==> config.mk <==
export PLATFORM = sky130hd
export DESIGN_NAME = lane_marking_width_filter
export DESIGN_NICKNAME = d
export VERILOG_FILES = /design/src/rtl/core/lmwf_pkg.sv /design/src/rtl/core/lmwf_ram.sv /design/src/rtl/core/lane_marking_width_filter.sv
export SDC_FILE = /design/constraint.sdc
export NUM_CORES = 1
export LEC_CHECK = 0
export ABC_CLOCK_PERIOD_IN_PS = 7050
export BUFFER_PORTS_ARGS = -buffer_cell sky130_fd_sc_hd__buf_2
export CAP_MARGIN = 20
export CORE_MARGIN = 2
export CORE_UTILIZATION = 40
export CTS_CLUSTER_SIZE = 30
export DETAILED_ROUTE_END_ITERATION = 10
export PLACE_DENSITY = 0.67
export SLEW_MARGIN = 20
export SYNTH_ARGS = -nofsm -noshare
export SYNTH_HDL_FRONTEND = slang
export SYNTH_SLANG_ARGS = --single-unit
==> constraint.sdc <==
create_clock -name clk -period 7.05 [get_ports clk]
set_input_delay 0.3525 -clock clk [delete_from_list [all_inputs] [get_ports clk]]
set_output_delay 0.3525 -clock clk [all_outputs]
set_load 0.005 [all_outputs]
==> src/rtl/core/lmwf_pkg.sv <==
package lmwf_pkg;

  localparam int PIXEL_W     = 8;
  localparam int MW_W        = 5;
  localparam int THR_W       = 8;
  localparam int DIM_W       = 13;
  localparam int CFG_DATA_W  = 13;
  localparam int CFG_INDEX_W = 2;

  // configuration register indexes
  typedef enum logic [CFG_INDEX_W-1:0] {
    REG_MARKER_WIDTH   = 2'd0,
    REG_EDGE_THRESHOLD = 2'd1,
    REG_IMAGE_COLUMNS  = 2'd2,
    REG_IMAGE_ROWS     = 2'd3
  } cfg_reg_t;

  // register values after reset
  localparam logic [MW_W-1:0]  MARKER_WIDTH_RST   = 5'd10;
  localparam logic [THR_W-1:0] EDGE_THRESHOLD_RST = 8'd40;
  localparam logic [DIM_W-1:0] IMAGE_COLUMNS_RST  = 13'd800;
  localparam logic [DIM_W-1:0] IMAGE_ROWS_RST     = 13'd600;

  // marking pixel levels
  localparam logic [PIXEL_W-1:0] EDGE_ON  = 8'd255;
  localparam logic [PIXEL_W-1:0] EDGE_OFF = 8'd0;

endpackage

==> src/rtl/core/lmwf_ram.sv <==
module lmwf_ram #(
  parameter int WIDTH = 8,
  parameter int DEPTH = 64
) (
  input  logic                     clk,
  input  logic                     wr_en,
  input  logic [$clog2(DEPTH)-1:0] wr_addr,
  input  logic [WIDTH-1:0]         wr_data,
  input  logic                     rd_en,
  input  logic [$clog2(DEPTH)-1:0] rd_addr,
  output logic [WIDTH-1:0]         rd_data
);

  logic [WIDTH-1:0] mem [DEPTH];

  always_ff @(posedge clk) begin
    if (wr_en) begin
      mem[wr_addr] <= wr_data;
    end
    if (rd_en) begin
      rd_data <= mem[rd_addr];
    end
  end

endmodule

==> src/rtl/core/lane_marking_width_filter.sv <==
// channel   dir  signals                         word contents (low bit first)
// s_axis    in   tvalid tready tdata tuser       tdata: pixel[7:0]; tuser: frame_start
// m_axis    out  tvalid tready tdata tuser tlast tdata: edge_value[7:0];
//                                                tuser: row_end, frame_end; tlast: run_last
// cfg       in   cfg_valid cfg_ready cfg_index   cfg_data: register value, low bits used
//                cfg_data
//
// one pixel per clock while s_axis_tready is high; a result word passes the issue, read
// and output registers; at the last column of a row the flush sends W+1 words (fewer on
// short rows), one per cycle through the window read ports unless m_axis stalls, and
// s_axis_tready stays low until the last of them is issued
// reset is synchronous; it clears counters, pointers, valids and the registers,
// the pixel window needs no clearing pass since only pixels of the current row are read
// an m_axis stall freezes the read and output stages; a new pixel is still taken
// while a result waits, as long as the issue stage has room
module lane_marking_width_filter #(
  parameter int MAX_MARKER_WIDTH = 31,
  parameter int MAX_DIMENSION    = 4096
) (
  input  logic                                clk,
  input  logic                                rst,
  // pixel input
  input  logic                                s_axis_tvalid,
  output logic                                s_axis_tready,
  input  logic [lmwf_pkg::PIXEL_W-1:0]        s_axis_tdata,   // pixel[7:0]
  input  logic                                s_axis_tuser,   // frame_start
  // marking output
  output logic                                m_axis_tvalid,
  input  logic                                m_axis_tready,
  output logic [lmwf_pkg::PIXEL_W-1:0]        m_axis_tdata,   // edge_value[7:0]
  output logic [1:0]                          m_axis_tuser,   // [0] row_end, [1] frame_end
  output logic                                m_axis_tlast,   // run_last
  // register writes
  input  logic                                cfg_valid,
  output logic                                cfg_ready,
  input  logic [lmwf_pkg::CFG_INDEX_W-1:0]    cfg_index,
  input  logic [lmwf_pkg::CFG_DATA_W-1:0]     cfg_data
);

  localparam int CNT_W     = $clog2(MAX_DIMENSION);
  localparam int EXT_W     = CNT_W + 1;
  localparam int WIN_DEPTH = 2 ** $clog2(2 * MAX_MARKER_WIDTH + 1);
  localparam int AW        = $clog2(WIN_DEPTH);
  localparam int MW_W      = lmwf_pkg::MW_W;
  localparam int PW        = lmwf_pkg::PIXEL_W;

  typedef struct packed {
    logic ok;
    logic row_end;
    logic frame_end;
    logic run_last;
  } s1_flags_t;

  // configuration registers
  logic [MW_W-1:0]                marker_width;
  logic [lmwf_pkg::THR_W-1:0]     edge_threshold;
  logic [lmwf_pkg::DIM_W-1:0]     image_columns;
  logic [lmwf_pkg::DIM_W-1:0]     image_rows;

  // raster position and window write pointer
  logic [CNT_W-1:0] column_count;
  logic [CNT_W-1:0] row_count;
  logic [AW-1:0]    wp;

  // issue stage: at most one job per pixel, walks the result columns
  logic             s0_valid;
  logic [CNT_W-1:0] s0_x;
  logic [CNT_W-1:0] s0_last;
  logic [CNT_W-1:0] s0_c;
  logic [CNT_W-1:0] s0_r;
  logic [AW-1:0]    s0_wp;

  // read stage
  logic       s1_valid;
  s1_flags_t  s1;
  s1_flags_t  s1_next;

  logic [PW-1:0] ctr_pix, lft_pix, rgt_pix;

  logic adv, acc, issue;

  assign cfg_ready = 1'b1;

  always_ff @(posedge clk) begin
    if (rst) begin
      marker_width   <= lmwf_pkg::MARKER_WIDTH_RST;
      edge_threshold <= lmwf_pkg::EDGE_THRESHOLD_RST;
      image_columns  <= lmwf_pkg::IMAGE_COLUMNS_RST;
      image_rows     <= lmwf_pkg::IMAGE_ROWS_RST;
    end else if (cfg_valid) begin
      unique case (lmwf_pkg::cfg_reg_t'(cfg_index))
        lmwf_pkg::REG_MARKER_WIDTH:   marker_width   <= cfg_data[MW_W-1:0];
        lmwf_pkg::REG_EDGE_THRESHOLD: edge_threshold <= cfg_data[lmwf_pkg::THR_W-1:0];
        lmwf_pkg::REG_IMAGE_COLUMNS:  image_columns  <= cfg_data[lmwf_pkg::DIM_W-1:0];
        lmwf_pkg::REG_IMAGE_ROWS:     image_rows     <= cfg_data[lmwf_pkg::DIM_W-1:0];
      endcase
    end
  end

  // saturated width and dimensions (as last index)
  logic [MW_W-1:0]  w_sat;
  logic [EXT_W-1:0] w_ext;
  logic [AW-1:0]    w_a;
  logic [CNT_W-1:0] cols_m1, rows_m1;

  always_comb begin
    w_sat = (marker_width > MW_W'(MAX_MARKER_WIDTH)) ? MW_W'(MAX_MARKER_WIDTH) : marker_width;
    w_ext = EXT_W'(w_sat);
    w_a   = AW'(w_sat);
    if (image_columns == '0) begin
      cols_m1 = '0;
    end else if (32'(image_columns) > 32'(MAX_DIMENSION)) begin
      cols_m1 = CNT_W'(MAX_DIMENSION - 1);
    end else begin
      cols_m1 = CNT_W'(image_columns - 1'b1);
    end
    if (image_rows == '0) begin
      rows_m1 = '0;
    end else if (32'(image_rows) > 32'(MAX_DIMENSION)) begin
      rows_m1 = CNT_W'(MAX_DIMENSION - 1);
    end else begin
      rows_m1 = CNT_W'(image_rows - 1'b1);
    end
  end

  // handshake: the whole back end moves when the output register is free
  assign adv           = !m_axis_tvalid || m_axis_tready;
  assign issue         = s0_valid && adv;
  assign s_axis_tready = !s0_valid || (adv && (s0_x == s0_last));
  assign acc           = s_axis_tvalid && s_axis_tready;

  // position of the incoming pixel and the result range it opens
  logic [CNT_W-1:0] cc, rc, c, r, c_minus_w, first, last;
  logic             last_col, c_ge_w, has_res;

  always_comb begin
    cc        = s_axis_tuser ? '0 : column_count;
    rc        = s_axis_tuser ? '0 : row_count;
    c         = (cc > cols_m1) ? cols_m1 : cc;
    r         = (rc > rows_m1) ? rows_m1 : rc;
    last_col  = (c == cols_m1);
    c_ge_w    = ({1'b0, c} >= w_ext);
    c_minus_w = CNT_W'({1'b0, c} - w_ext);
    has_res   = last_col || c_ge_w;
    // flush at row end runs from c-W (or column 0) up to c
    if (last_col) begin
      first = c_ge_w ? c_minus_w : '0;
      last  = c;
    end else begin
      first = c_minus_w;
      last  = c_minus_w;
    end
  end

  always_ff @(posedge clk) begin
    if (rst) begin
      column_count <= '0;
      row_count    <= '0;
      wp           <= '0;
    end else if (acc) begin
      wp <= wp + 1'b1;
      if (last_col) begin
        column_count <= '0;
        row_count    <= (r == rows_m1) ? '0 : r + 1'b1;
      end else begin
        column_count <= c + 1'b1;
        row_count    <= r;
      end
    end
  end

  // a new job can only land when the current one issues its last column
  always_ff @(posedge clk) begin
    if (rst) begin
      s0_valid <= 1'b0;
    end else if (acc && has_res) begin
      s0_valid <= 1'b1;
      s0_x     <= first;
      s0_last  <= last;
      s0_c     <= c;
      s0_r     <= r;
      s0_wp    <= wp + 1'b1;
    end else if (issue) begin
      if (s0_x == s0_last) begin
        s0_valid <= 1'b0;
      end else begin
        s0_x <= s0_x + 1'b1;
      end
    end
  end

  // window addresses: entry k steps back lives at wp - k
  // the pixel written at an accept edge sits one ahead of every address read then
  logic [AW-1:0]    k, ctr_addr, lft_addr, rgt_addr;
  logic [EXT_W-1:0] x_ext, xw, half_rows;

  always_comb begin
    k         = AW'(s0_c - s0_x);
    ctr_addr  = s0_wp - k;
    lft_addr  = s0_wp - k - w_a;
    rgt_addr  = s0_wp - k + w_a;
    x_ext     = {1'b0, s0_x};
    xw        = x_ext + w_ext;
    half_rows = ({1'b0, rows_m1} + EXT_W'(1)) >> 1;
    s1_next.ok        = ({1'b0, s0_r} >= half_rows) && (x_ext >= w_ext)
                        && (xw <= {1'b0, cols_m1}) && (xw <= {1'b0, s0_c});
    s1_next.row_end   = (s0_x == cols_m1);
    s1_next.frame_end = (s0_x == cols_m1) && (s0_r == rows_m1);
    s1_next.run_last  = (s0_x == s0_last);
  end

  // three copies of the pixel window, one read port each
  lmwf_ram #(.WIDTH(PW), .DEPTH(WIN_DEPTH)) u_win_ctr (
    .clk     (clk),
    .wr_en   (acc),
    .wr_addr (wp + 1'b1),
    .wr_data (s_axis_tdata),
    .rd_en   (adv),
    .rd_addr (ctr_addr),
    .rd_data (ctr_pix)
  );

  lmwf_ram #(.WIDTH(PW), .DEPTH(WIN_DEPTH)) u_win_lft (
    .clk     (clk),
    .wr_en   (acc),
    .wr_addr (wp + 1'b1),
    .wr_data (s_axis_tdata),
    .rd_en   (adv),
    .rd_addr (lft_addr),
    .rd_data (lft_pix)
  );

  lmwf_ram #(.WIDTH(PW), .DEPTH(WIN_DEPTH)) u_win_rgt (
    .clk     (clk),
    .wr_en   (acc),
    .wr_addr (wp + 1'b1),
    .wr_data (s_axis_tdata),
    .rd_en   (adv),
    .rd_addr (rgt_addr),
    .rd_data (rgt_pix)
  );

  always_ff @(posedge clk) begin
    if (rst) begin
      s1_valid <= 1'b0;
    end else if (adv) begin
      s1_valid <= issue;
      s1       <= s1_next;
    end
  end

  // filter: 2c - l - r - |l - r| equals 2 * (c - max(l, r))
  logic [PW-1:0] mx, dlt, val;
  logic [PW:0]   dbl;
  logic          above, hit;

  always_comb begin
    mx    = (lft_pix > rgt_pix) ? lft_pix : rgt_pix;
    above = ctr_pix > mx;
    dlt   = ctr_pix - mx;
    dbl   = {dlt, 1'b0};
    val   = dbl[PW] ? lmwf_pkg::EDGE_ON : dbl[PW-1:0];
    hit   = s1.ok && (ctr_pix != '0) && above && (val > edge_threshold);
  end

  always_ff @(posedge clk) begin
    if (rst) begin
      m_axis_tvalid <= 1'b0;
    end else if (adv) begin
      m_axis_tvalid <= s1_valid;
      m_axis_tdata  <= hit ? lmwf_pkg::EDGE_ON : lmwf_pkg::EDGE_OFF;
      m_axis_tuser  <= {s1.frame_end, s1.row_end};
      m_axis_tlast  <= s1.run_last;
    end
  end

`ifndef SYNTHESIS
  a_job_range: assert property (@(posedge clk) disable iff (rst)
    s0_valid |-> (s0_x <= s0_last) && (EXT_W'(s0_last) - EXT_W'(s0_x) <= w_ext))
    else $error("issue stage walked outside its result range");

  a_hold_during_flush: assert property (@(posedge clk) disable iff (rst)
    s0_valid && (s0_x != s0_last) |-> !s_axis_tready)
    else $error("pixel taken while a flush is still being issued");

  a_row_end_closes_run: assert property (@(posedge clk) disable iff (rst)
    m_axis_tvalid && m_axis_tuser[0] |-> m_axis_tlast)
    else $error("row end word is not the last word of its pixel");

  a_frame_end_on_row_end: assert property (@(posedge clk) disable iff (rst)
    m_axis_tvalid && m_axis_tuser[1] |-> m_axis_tuser[0])
    else $error("frame end flagged away from a row end");
`endif

endmodule

==> out/metrics.cfg <==
[worst_setup_path]
worstPathCellList=inv_1, ha_1, nor3b_1, nand3_1, o21ai_1, and2_1, ha_1, a21oi_1, o21ai_0, o31ai_1, o211a_2, nor2_1, mux2i_1, inv_1, ha_1, nor2b_1, o21ai_0, a21oi_1, o21a_1, nor2_1, o21ai_0, a2111oi_2, xor2_1, o22ai_1
cp-start-kind=flip-flop
worst_path_max_delay_cell=o211a_2
end_kind=flip-flop
max_stage_delay_ps=430
crit_fanout=15
crit_required_ps=7410
worstSetupPathType=reg -> reg
arrival_ps=6840

[place]
post-dp-hpwl_mm=77.89
port_buffers=41
post-place-ws_ps=356.9
routabilityCongestion=0.9274

[drt]
avgRoutedWirePerCell_um=27.94
drtAntennaViolNets=0
route.detailed.drc=0
vias=27140
vias_per_cell=6.459
routed_wl_mm=117.4
drtIter0Drc=3554
firstDrtPassIters=6

[synth]
synth-xor-area-share_pct=2.950
synth_adder_area_share_pct=4.406
muxShareOfSynthArea_pct=26.61
synth-simple-area-share_pct=8.047
synth_cells=2857
ys_seq_area_share_pct=48.04
syn_area_um2=40380
ys_warn_count=0
async_flop_share_pct=0
synth_top_family_by_area=multiplexers
synth_seq_cells=670
synth_compound_area_share_pct=6.792
synthesis.nets=3019
synth-main-ff-cell=edfxtp_1
synth_edf_count=598
synth_cell_types=92
syn_avg_cell_area_um2=14.13

[timing]
min_period_over_period_pct=91.95
skew_ps=34.35
finalHoldViolCount=0
slew_viol_final=0
fin_ws_ps=567.8
fmax_mhz=154.3
hold_slack_ps=33.85
slew_headroom_pct=21.95
setup_viol=0
worst_slew_pin_slew_ps=1166
setup_tns_ps=0
fin_crit_ps=6482
rsz0062_at_grt=false

[power_and_ir_drop]
switchingPower_uw=2975
p_int_uw=7524
pwr-share-comb_pct=20.0
ir_drop_mv=0.2856
cellPowerDensity_nw_per_um2=234.4
clkPwrFrac_pct=37.5
power_uw=10500
sw_frac_of_total_pct=28.34
leakagePower_uw=0.01515
pwr-share-seq_pct=42.5

[global_route]
grt_pass1_vias=26330
grt-ovfl-total=0
antenna_found_initial=2
grt.total_usage_pct=22.63
grt_pass1_wl_mm=174.2
grt_max_degree=132

[cts]
cts_sinks=670
htreeDepth=3
insertion_delay_ps=650
cts_setup_buffers=0
clk_pin_slew_ps=60
cts_buffers=73
clockBufferDepth=3
cts-root-buf=clkbuf_16
cts_tree=yes

[layout]
diodes=0
regArea_um2=19400
nFillCells=8857
area_delta_synth_final_pct=10.93
drive_gt1_share_pct=25.31
multi_input_area_um2=19940
nNetsFinal=3007

[worst_hold_path]
min_path_type=in -> reg

[run]
cap_violations=0

[floorplanning]
fp.dieW_um=321.7
core-area_um2=100100
die-area_um2=103500
die_height_um=321.7
io_pins=43
rows=116
start_util_pct=40.32

[status]
outcome=completed

## cell families (layout without fill, tap and decap cells)
kind of cell / count (synthesis) / after routing
flip-flops: 670 / 670
other: 1 / 1
adder cells (fa/ha/maj): 137 / 137
buffers and inverters: 322 / 369
AND/OR/NAND/NOR: 666 / 666
multiplexers: 513 / 513
XOR/XNOR: 136 / 136
AO/OA/AOI/OAI: 412 / 412
## cell usage after synthesis (25+ instances only)
library cell	number	area share [%]
edfxtp_1	598	44
mux4_2	448	25
nand2_1	234	2.2
nor2_1	146	1.4
clkbuf_1	129	1.2
ha_1	123	3.8
inv_1	119	1.1
a21oi_1	109	1.4
xnor2_1	82	1.8
o21ai_0	81	1.0
dfxtp_1	72	3.6
mux2i_1	62	1.5
buf_1	55	0.51
xor2_1	54	1.2
nand3_1	52	0.64
nor2b_1	37	0.57
a32oi_1	33	0.72
nor3_1	26	0.32
nor4_1	25	0.39
## critical path, delay by kind of cell, from the launching register on
family          cells  cell delay, ps
simple gates        6            1510
mux                 1             320
fa+ha+maj           3             930
buf+inv             2             250
compound gates     11            2620
xor+xnor            1             180
flops               1             410
## sequential cells by signal, summed over array words and instances, names as in the netlist, 12 cells and up
signal,flops
u_win_rgt.mem,288
s0_last,12
row_count,12
column_count,12
s0_r,12
u_win_lft.mem,224
s0_x,12
s0_c,12
image_rows,13
image_columns,13
## area by class of cell
type	instances	share of cell area (%)
Inverter	119	0.9972
Clock buffer	93	4.338
Multi-Input combinational cell	1865	44.51
Sequential cell	670	43.31
Timing Repair Buffer	116	2.137
Clock inverter	41	1.089
Tap cell	1298	3.626
## power groups by stage
| stage | sequential, µW | clock, µW | combinational, µW |
|---|---|---|---|
| 2_1_floorplan | 4510 | 0 | 1440 |
| 3_3_place_gp | 4540 | 0 | 2050 |
| 6_report | 4460 | 3930 | 2100 |
| 5_1_grt | 4470 | 4140 | 2260 |
| 4_1_cts | 4460 | 3990 | 2080 |
| 3_5_place_dp | 4540 | 0 | 2060 |
## metrics by stage
step	instances	utilization, %	cell area, µm²
after floorplan	2857	-	40380
after global placement	4056	42.11	42180
after detailed placement	4058	42.14	42200
after CTS	4200	44.65	44710
after global routing	4202	44.73	44790
final	4202	44.73	44790
## final timing paths
kind | start | to | slack (ps) | depth (start not counted)
max reg2reg | image_columns[0]$_SDFFE_PP0P_ | s0_x[11]$_DFFE_PP_ | 570 | 24
max | image_columns[0]$_SDFFE_PP0P_ | s0_x[11]$_DFFE_PP_ | 570 | 24
min reg2reg | s1[1]$_DFFE_PP_ | m_axis_tuser[1]$_DFFE_PP_ | 420 | 0
min | cfg_data[0] | image_rows[0]$_SDFFE_PP0P_ | 30 | 3
## cells in the final DEF, fill, tap and decap left out, types with 14 or more instances in the layout
cell / netlist / layout
nand2_1: 234 / 234
a21oi_1: 109 / 108
nor4_1: 25 / 25
nor2b_1: 37 / 37
a32oi_1: 33 / 33
o22ai_1: 15 / 15
clkbuf_16: 0 / 74
clkinv_2: 0 / 17
a21o_1: 17 / 17
mux2i_1: 62 / 62
nand4_1: 24 / 24
and2_1: 18 / 18
nand2b_1: 24 / 24
ha_1: 123 / 121
clkbuf_1: 129 / 17
xnor2_1: 82 / 73
inv_1: 119 / 118
xor2_1: 54 / 51
a22oi_1: 20 / 20
edfxtp_1: 598 / 598
a211oi_1: 22 / 22
dfxtp_1: 72 / 72
nor3_1: 26 / 26
mux4_2: 448 / 448
buf_2: 8 / 33
nor2_1: 146 / 136
o21ai_0: 81 / 80
nand3_1: 52 / 52
nor2_2: 5 / 14
buf_4: 8 / 63
## routing by layer
metal	vias up	GRT usage, %	wire [µm]
met1	13710	30.55	45340
li1	11420	-	-
met5	-	0	65
met4	6	7.705	4206
met2	1761	35.62	54920
met3	250	5.785	12860
## timing repair
action	CTS	global route
gates resized for setup	0	4
hold buffers	8	0
endpoints found under the hold margin	16	0
endpoints found under the setup margin	0	39
Power figures use the tool's default switching activity.
